===== config.mk =====
export PLATFORM = sky130hd
export DESIGN_NAME = time_of_day_string_parser_core
export DESIGN_NICKNAME = d
export VERILOG_FILES = /design/src/hw/rtl/tods_pkg.sv /design/src/hw/rtl/tods_char_parser.sv /design/src/hw/rtl/time_of_day_string_parser_core.sv
export VERILOG_INCLUDE_DIRS = /design/src /design/src/hw/rtl
export SDC_FILE = /design/constraint.sdc
export NUM_CORES = 2
export LEC_CHECK = 0
export BUFFER_PORTS_ARGS = -buffer_cell sky130_fd_sc_hd__buf_2
export CAP_MARGIN = 20
export CORE_MARGIN = 1
export CORE_UTILIZATION = 44
export CTS_CLUSTER_SIZE = 8
export DETAILED_ROUTE_END_ITERATION = 7
export PLACE_DENSITY = 0.69
export SYNTH_ARGS = -nofsm -noshare
export SYNTH_HDL_FRONTEND = slang
export SYNTH_SLANG_ARGS = --single-unit

===== constraint.sdc =====
create_clock -name clk -period 9.1 [get_ports clk]
set_input_delay 0.455 -clock clk [delete_from_list [all_inputs] [get_ports clk]]
set_output_delay 0.455 -clock clk [all_outputs]
set_load 0.1 [all_outputs]

===== src/hw/rtl/assert_macros.svh =====
// assertion macros shared by the rtl
// no dependencies; define SYNTH to compile the checks out
`ifndef ASSERT_MACROS_SVH
`define ASSERT_MACROS_SVH
`ifndef SYNTH
`define ASSERT_IMPLY(lbl, clk, rst_n, ante, cons) \
    lbl: assert property (@(posedge clk) disable iff (!rst_n) (ante) |-> (cons)) \
        else $error("assertion failed");
`define ASSERT_NEXT(lbl, clk, rst_n, ante, cons) \
    lbl: assert property (@(posedge clk) disable iff (!rst_n) (ante) |=> (cons)) \
        else $error("assertion failed");
`else
`define ASSERT_IMPLY(lbl, clk, rst_n, ante, cons)
`define ASSERT_NEXT(lbl, clk, rst_n, ante, cons)
`endif
`endif


===== src/hw/rtl/tods_pkg.sv =====
// constants, types and helpers for the time of day parser
// no dependencies
package tods_pkg;

    localparam int FRACTION_DIGITS = 9;
    localparam logic [3:0] FRAC_DIGITS_MAX = 4'(FRACTION_DIGITS);

    localparam logic [7:0] CHAR_COLON = 8'h3A;
    localparam logic [7:0] CHAR_DOT   = 8'h2E;
    localparam logic [7:0] CHAR_SPACE = 8'h20;
    localparam logic [7:0] CHAR_ZERO  = 8'h30;
    localparam logic [7:0] CHAR_NINE  = 8'h39;

    localparam logic [29:0] NS_PER_SEC   = 30'd1000000000;
    localparam logic [18:0] SEC_PER_MIN  = 19'd60;
    localparam logic [18:0] SEC_PER_HOUR = 19'd3600;
    localparam logic [48:0] NS_MAX       = 49'd362439999999999;

    typedef struct packed {
        logic        err;
        logic [6:0]  hour_value;
        logic [6:0]  minute_value;
        logic [6:0]  second_value;
        logic [29:0] fraction_value;
        logic [3:0]  fraction_digits;
    } fields_t;

    function automatic logic [29:0] pow10(input logic [3:0] e);
        logic [29:0] p;
        case (e)
            4'd0:    p = 30'd1;
            4'd1:    p = 30'd10;
            4'd2:    p = 30'd100;
            4'd3:    p = 30'd1000;
            4'd4:    p = 30'd10000;
            4'd5:    p = 30'd100000;
            4'd6:    p = 30'd1000000;
            4'd7:    p = 30'd10000000;
            4'd8:    p = 30'd100000000;
            4'd9:    p = 30'd1000000000;
            default: p = 30'd0;
        endcase
        return p;
    endfunction

endpackage


===== src/hw/rtl/tods_char_parser.sv =====
// per-character field tracking for the time of day parser
// depends on tods_pkg
module tods_char_parser (
    input  logic                  clk,
    input  logic                  rst_n,
    input  logic                  take,
    input  logic [7:0]            char_code,
    input  logic                  last_char,
    output tods_pkg::fields_t     fields
);

    typedef enum logic [2:0] {
        FLD_HOUR,
        FLD_MIN,
        FLD_SEC,
        FLD_FRAC,
        FLD_DONE
    } field_t;

    field_t            field_reg, field_next;
    tods_pkg::fields_t acc_reg, acc_next;
    logic [1:0]        fdig_reg, fdig_next;

    logic       digit;
    logic [3:0] d;
    logic [7:0] delim;
    field_t     field_inc;

    assign digit = (char_code >= tods_pkg::CHAR_ZERO) && (char_code <= tods_pkg::CHAR_NINE);
    assign d     = 4'(char_code - tods_pkg::CHAR_ZERO);

    always_comb
    begin
        case (field_reg)
            FLD_HOUR: begin delim = tods_pkg::CHAR_COLON; field_inc = FLD_MIN;  end
            FLD_MIN:  begin delim = tods_pkg::CHAR_COLON; field_inc = FLD_SEC;  end
            FLD_SEC:  begin delim = tods_pkg::CHAR_DOT;   field_inc = FLD_FRAC; end
            default:  begin delim = tods_pkg::CHAR_SPACE; field_inc = FLD_DONE; end
        endcase
    end

    always_comb
    begin
        field_next = field_reg;
        acc_next   = acc_reg;
        fdig_next  = fdig_reg;
        if (acc_reg.err)
        begin
            acc_next = acc_reg;
        end
        else if (field_reg == FLD_DONE)
        begin
            acc_next.err = 1'b1;
        end
        else if (char_code == delim)
        begin
            field_next = field_inc;
            fdig_next  = 2'd0;
        end
        else if (!digit)
        begin
            acc_next.err = 1'b1;
        end
        else if (field_reg == FLD_FRAC)
        begin
            if (acc_reg.fraction_digits >= tods_pkg::FRAC_DIGITS_MAX)
            begin
                acc_next.err = 1'b1;
            end
            else
            begin
                acc_next.fraction_value  = 30'(acc_reg.fraction_value * 30'd10 + 30'(d));
                acc_next.fraction_digits = 4'(acc_reg.fraction_digits + 4'd1);
            end
        end
        else if (fdig_reg >= 2'd2)
        begin
            acc_next.err = 1'b1;
        end
        else
        begin
            fdig_next = 2'(fdig_reg + 2'd1);
            case (field_reg)
                FLD_HOUR: acc_next.hour_value   = 7'(acc_reg.hour_value * 7'd10 + 7'(d));
                FLD_MIN:  acc_next.minute_value = 7'(acc_reg.minute_value * 7'd10 + 7'(d));
                default:  acc_next.second_value = 7'(acc_reg.second_value * 7'd10 + 7'(d));
            endcase
        end
    end

    assign fields = acc_next;

    always_ff @(posedge clk or negedge rst_n)
    begin
        if (!rst_n)
        begin
            field_reg <= FLD_HOUR;
            acc_reg   <= '0;
            fdig_reg  <= 2'd0;
        end
        else if (take)
        begin
            if (last_char)
            begin
                field_reg <= FLD_HOUR;
                acc_reg   <= '0;
                fdig_reg  <= 2'd0;
            end
            else
            begin
                field_reg <= field_next;
                acc_reg   <= acc_next;
                fdig_reg  <= fdig_next;
            end
        end
    end

endmodule


===== src/hw/rtl/time_of_day_string_parser_core.sv =====
// Time of day parser: takes one ASCII character per cycle while in_ready is high (H:M:S.fraction
// with an optional trailing space) and, on the character marked last, returns nanoseconds since
// midnight and an error flag. The fields of the last character are registered in s1, the fraction
// scaling multiply and the seconds sum in s2, the seconds to nanoseconds multiply in s3, and the
// sum in the output register that drives out_valid. Stages hold their word while the output
// waits, so input keeps flowing until every stage is full.
// Depends on tods_pkg, tods_char_parser and assert_macros.svh.
`include "assert_macros.svh"

module time_of_day_string_parser_core (
    input  logic        clk,
    input  logic        rst_n,
    input  logic        in_valid,
    output logic        in_ready,
    input  logic [7:0]  char_code,
    input  logic        last_char,
    output logic        out_valid,
    input  logic        out_ready,
    output logic [48:0] nanoseconds,
    output logic        parse_error
);

    tods_pkg::fields_t fields;
    logic              accept;
    logic              free1, free2, free3, free_out;

    logic              s1_valid_reg;
    tods_pkg::fields_t s1_fields_reg;
    logic              s2_valid_reg, s2_err_reg;
    logic [29:0]       s2_frac_ns_reg;
    logic [18:0]       s2_sec_reg;
    logic              s3_valid_reg, s3_err_reg;
    logic [29:0]       s3_frac_ns_reg;
    logic [48:0]       s3_sec_ns_reg;
    logic              out_valid_reg, parse_error_reg;
    logic [48:0]       nanoseconds_reg;

    logic [59:0]       frac_prod;
    logic [18:0]       sec_total;
    logic [48:0]       sec_ns;
    logic [3:0]        scale_exp;

    assign free_out = !out_valid_reg || out_ready;
    assign free3    = !s3_valid_reg || free_out;
    assign free2    = !s2_valid_reg || free3;
    assign free1    = !s1_valid_reg || free2;
    assign in_ready = free1;
    assign accept   = in_valid && free1;

    tods_char_parser u_parser (
        .clk       (clk),
        .rst_n     (rst_n),
        .take      (accept),
        .char_code (char_code),
        .last_char (last_char),
        .fields    (fields)
    );

    // fraction scaled to nine digits, plus whole seconds
    assign scale_exp = 4'(4'd9 - s1_fields_reg.fraction_digits);
    assign frac_prod = s1_fields_reg.fraction_value * tods_pkg::pow10(scale_exp);
    assign sec_total = 19'(s1_fields_reg.second_value)
                     + 19'(19'(s1_fields_reg.minute_value) * tods_pkg::SEC_PER_MIN)
                     + 19'(19'(s1_fields_reg.hour_value) * tods_pkg::SEC_PER_HOUR);
    assign sec_ns    = 49'(s2_sec_reg) * 49'(tods_pkg::NS_PER_SEC);

    always_ff @(posedge clk or negedge rst_n)
    begin
        if (!rst_n)
        begin
            s1_valid_reg  <= 1'b0;
            s2_valid_reg  <= 1'b0;
            s3_valid_reg  <= 1'b0;
            out_valid_reg <= 1'b0;
        end
        else
        begin
            if (free1)
            begin
                s1_valid_reg <= accept && last_char;
            end
            if (free2)
            begin
                s2_valid_reg <= s1_valid_reg;
            end
            if (free3)
            begin
                s3_valid_reg <= s2_valid_reg;
            end
            if (free_out)
            begin
                out_valid_reg <= s3_valid_reg;
            end
        end
    end

    always_ff @(posedge clk)
    begin
        if (free1)
        begin
            s1_fields_reg <= fields;
        end
        if (free2)
        begin
            s2_err_reg     <= s1_fields_reg.err;
            s2_frac_ns_reg <= frac_prod[29:0];
            s2_sec_reg     <= sec_total;
        end
        if (free3)
        begin
            s3_err_reg     <= s2_err_reg;
            s3_frac_ns_reg <= s2_frac_ns_reg;
            s3_sec_ns_reg  <= sec_ns;
        end
        if (free_out)
        begin
            parse_error_reg <= s3_err_reg;
            nanoseconds_reg <= s3_err_reg ? 49'd0 : 49'(s3_sec_ns_reg + 49'(s3_frac_ns_reg));
        end
    end

    assign out_valid   = out_valid_reg;
    assign nanoseconds = nanoseconds_reg;
    assign parse_error = parse_error_reg;

    `ASSERT_IMPLY(a_err_zero, clk, rst_n, out_valid_reg && parse_error_reg, nanoseconds_reg == 49'd0)
    `ASSERT_IMPLY(a_ns_range, clk, rst_n, out_valid_reg, nanoseconds_reg <= tods_pkg::NS_MAX)
    `ASSERT_NEXT(a_last_loads, clk, rst_n, accept && last_char, s1_valid_reg)

endmodule

==> impl_results.md <==
* Outcome: finished clean
* Fin Setup TNS at 0 ps
* Post-synthesis compound-gate area fraction at 0.0776
* WHS at 84.9 ps
* H-Tree Depth at 2
* CTS Sinks at 292
* FMAX at 0.115 GHz
* Fin cells at 4935
* Placed instance area at 39800 µm²
* Syn_nets at 4729
* Die Y at 296 µm
* Post-detail-place hpwl at 68000 µm
* Synthesis-to-finish area growth at 8.15%
* Antenna viol nets, final at 0
* Initial Utilization at 0.445
* Largest family of logic cells by synthesized area: adder cells
* Most used DFF post-synth: edfxtp_1
* Reg clk slew, reported paths at 60 ps
* Final nets at 4788
* Row count at 107
* Routability cong. at 0.952
* Setup Fix Bufs, Post-CTS at 0
* Switching Fraction at 0.353
* Reg2reg start: s1_fields_reg[1]$_DFFE_PN_
* Via Count at 25419
* Vias in the first global route at 26490
* P per Cell Area at 117 nW/µm²
* HP Class: input pin to asynchronous set/reset pin
* Crit start category: register
* Post-synthesis mux area share at 0.00472
* Resized Gates After CTS at 0
* Crit path DAT at 8990 ps
* Clk network pwr share at 0.308
* Post-synth EDFFs at 227
* All-Layer GR Usage at 0.200
* Final instance area at 41000 µm²
* CP peak stage delay at 730 ps
* Min Tclk post-route at 8670 ps
* Gate power share at 0.334
* Syn Area/Cell at 10.2 µm²
* DIE WIDTH at 296 µm
* Overflow left after global routing at 0
* P_int at 3.10 mW
* First-pass DRT Iterations at 6
* Simple-gate share of the synthesized area at 0.118
* TritonCTS Buffers at 43
* Cell count after placement at 4870
* Initial antenna violation count at 4
* Post-Syn Area at 37900 µm²
* Worst-path fanout max at 16
* # hold bufs at CTS at 0
* 1st-iter DRT viols at 1513
* Actual slew at the worst max-slew pin at 1020 ps
* Post-Synth Adder-Cell Area at 0.439
* Post-Synth XOR/XNOR Area at 0.0557
* TritonCTS clock tree: done
* Critical path required time at 9420 ps
* Clock root cell: clkbuf_16
* Via-to-Cell Ratio at 5.15
* Commonest cells after routing, fill and taps aside: inv_1, fa_1, ha_1, nand2_1, and2_1
* Fraction of layout cells with a size suffix above 1 at 0.0580
* Leakage Power at 20.6 nW
* Setup crit end kind: register
* Setup violators final at 0
* PortBufs at 64
* Max stage delay cell, worst path: o21ai_0
* Sequential cell fraction of total power at 0.358
* Die area at 87400 µm²
* Start-to-end type of the worst setup path: register to register
* Core area at 85300 µm²
* Total routed wirelength at 83600 µm
* Rel. slew slack at 0.320
* Ys async rst share at 0.223
* RSZ-0062 raised after global routing: false
* #FFs+latches synth at 292
* Worst Setup SP: s1_fields_reg[1]$_DFFE_PN_
* Post-Syn Instances at 3714
* Ys Warns at 0
* Routed len/inst at 16.9 µm
* Drt drc at 0
* Slew Limit Fails at 0
* Tcrit/Tclk final at 0.953
* Hold Vio Cnt, Final at 0
* Largest net degree at the start of global routing at 73
* Psw at 1.69 mW
* Skew final at 42.4 ps
* Sequential area share after synthesis at 0.223
* IO Count at 65
* CTS Buffer Depth at 3
* First-pass GRT wire length at 138000 µm
* Worst skew pair latency at 590 ps
* Synth unique cells at 80
* Max-Cap Viols at 0
* Leading cell type in the layout, fill and taps excluded: inv_1
* Maximum vdd drop at 128 µV
[logic make-up after synthesis]
kind of cell / Yosys count
AOI/OAI and AO/OA: 458
xor gates and xnor gates: 239
adders and majority gates: 1002
buffers and inverters: 833
DFF: 292
muxes: 16
and+or+nand+nor: 874
[layout make-up]
class                      instances  area [µm²]
clock buffer                      57        1140
tap                             1144        1430
clock inverter                     5        82.6
fill                            7829       44300
timing repair buffer             118         761
antenna                            1        2.50
inverter                         729        2740
sequential                       292        8440
multi-input combinational       2589       26400
[critical path, delay by kind of cell, from the launching register on]
family	cells	cell delay [ps]
flip-flops	1	470
buffers and inverters	8	810
AND/OR/NAND/NOR	2	390
AO/OA/AOI/OAI	1	730
XOR/XNOR	9	1600
adder cells (fa/ha/maj)	9	4420
[layer usage]
| metal | global-route usage | routed length (µm) |
|---|---|---|
| met1 | 0.268 | 36700 |
| met2 | 0.329 | 38600 |
| met3 | 0.0381 | 5940 |
| met4 | 0.0572 | 2320 |
| met5 | 0 | 22 |
[synth_stat cells (28+ instances only)]
master    count  area [µm²]
inv_1       729        2740
fa_1        548       11000
ha_1        454        5680
nand2_1     287        1080
and2_1      246        1540
edfxtp_1    227        6820
xnor2_1     172        1510
a21oi_1     138         691
nor2_1      115         432
clkbuf_1    101         379
o21ai_0      87         435
xor2_1       66         578
dfrtp_1      65        1630
a21o_1       51         383
a22o_1       45         394
nor3_1       37         185
nand3_1      33         165
nor2b_1      32         200
nand2b_1     29         181
o21bai_1     28         210
[power by group through the flow]
stage / Sequential [mW] / Clock (mW) / Combinational (mW)
after floorplan: 1.85 / 0 / 1.12
after global placement: 1.74 / 0 / 1.58
after detailed placement: 1.74 / 0 / 1.60
after CTS: 1.71 / 1.51 / 1.61
after global routing: 1.73 / 1.57 / 1.82
final: 1.72 / 1.48 / 1.60
[per-stage QoR]
stage                      util  total power, mW  setup WS, ps
after global routing      0.481             5.12          7.65
after global placement    0.466             3.31           495
after CTS                 0.480             4.84           349
after floorplan               -             2.96           722
after detailed placement  0.466             3.34           368
final                     0.481             4.79           430
[path summary, 6_finish.rpt]
| check | endpoint | slack [ps] | cells after the start |
|---|---|---|---|
| worst max register to register | s2_frac_ns_reg[29]$_DFFE_PP_ | 430 | 29 |
| worst max-delay path | s2_frac_ns_reg[29]$_DFFE_PP_ | 430 | 29 |
| worst min register to register | s2_sec_reg[1]$_DFFE_PP_ | 380 | 0 |
| max in group asynchronous | u_parser.acc_reg[50]$_DFFE_PN0P_ | 8380 | 2 |
| min in group clk | s1_valid_reg$_DFFE_PN0N_ | 120 | 3 |
| worst min-delay path | out_valid$_DFFE_PN0P_ | 80 | 2 |
Power figures use the tool's default switching activity.
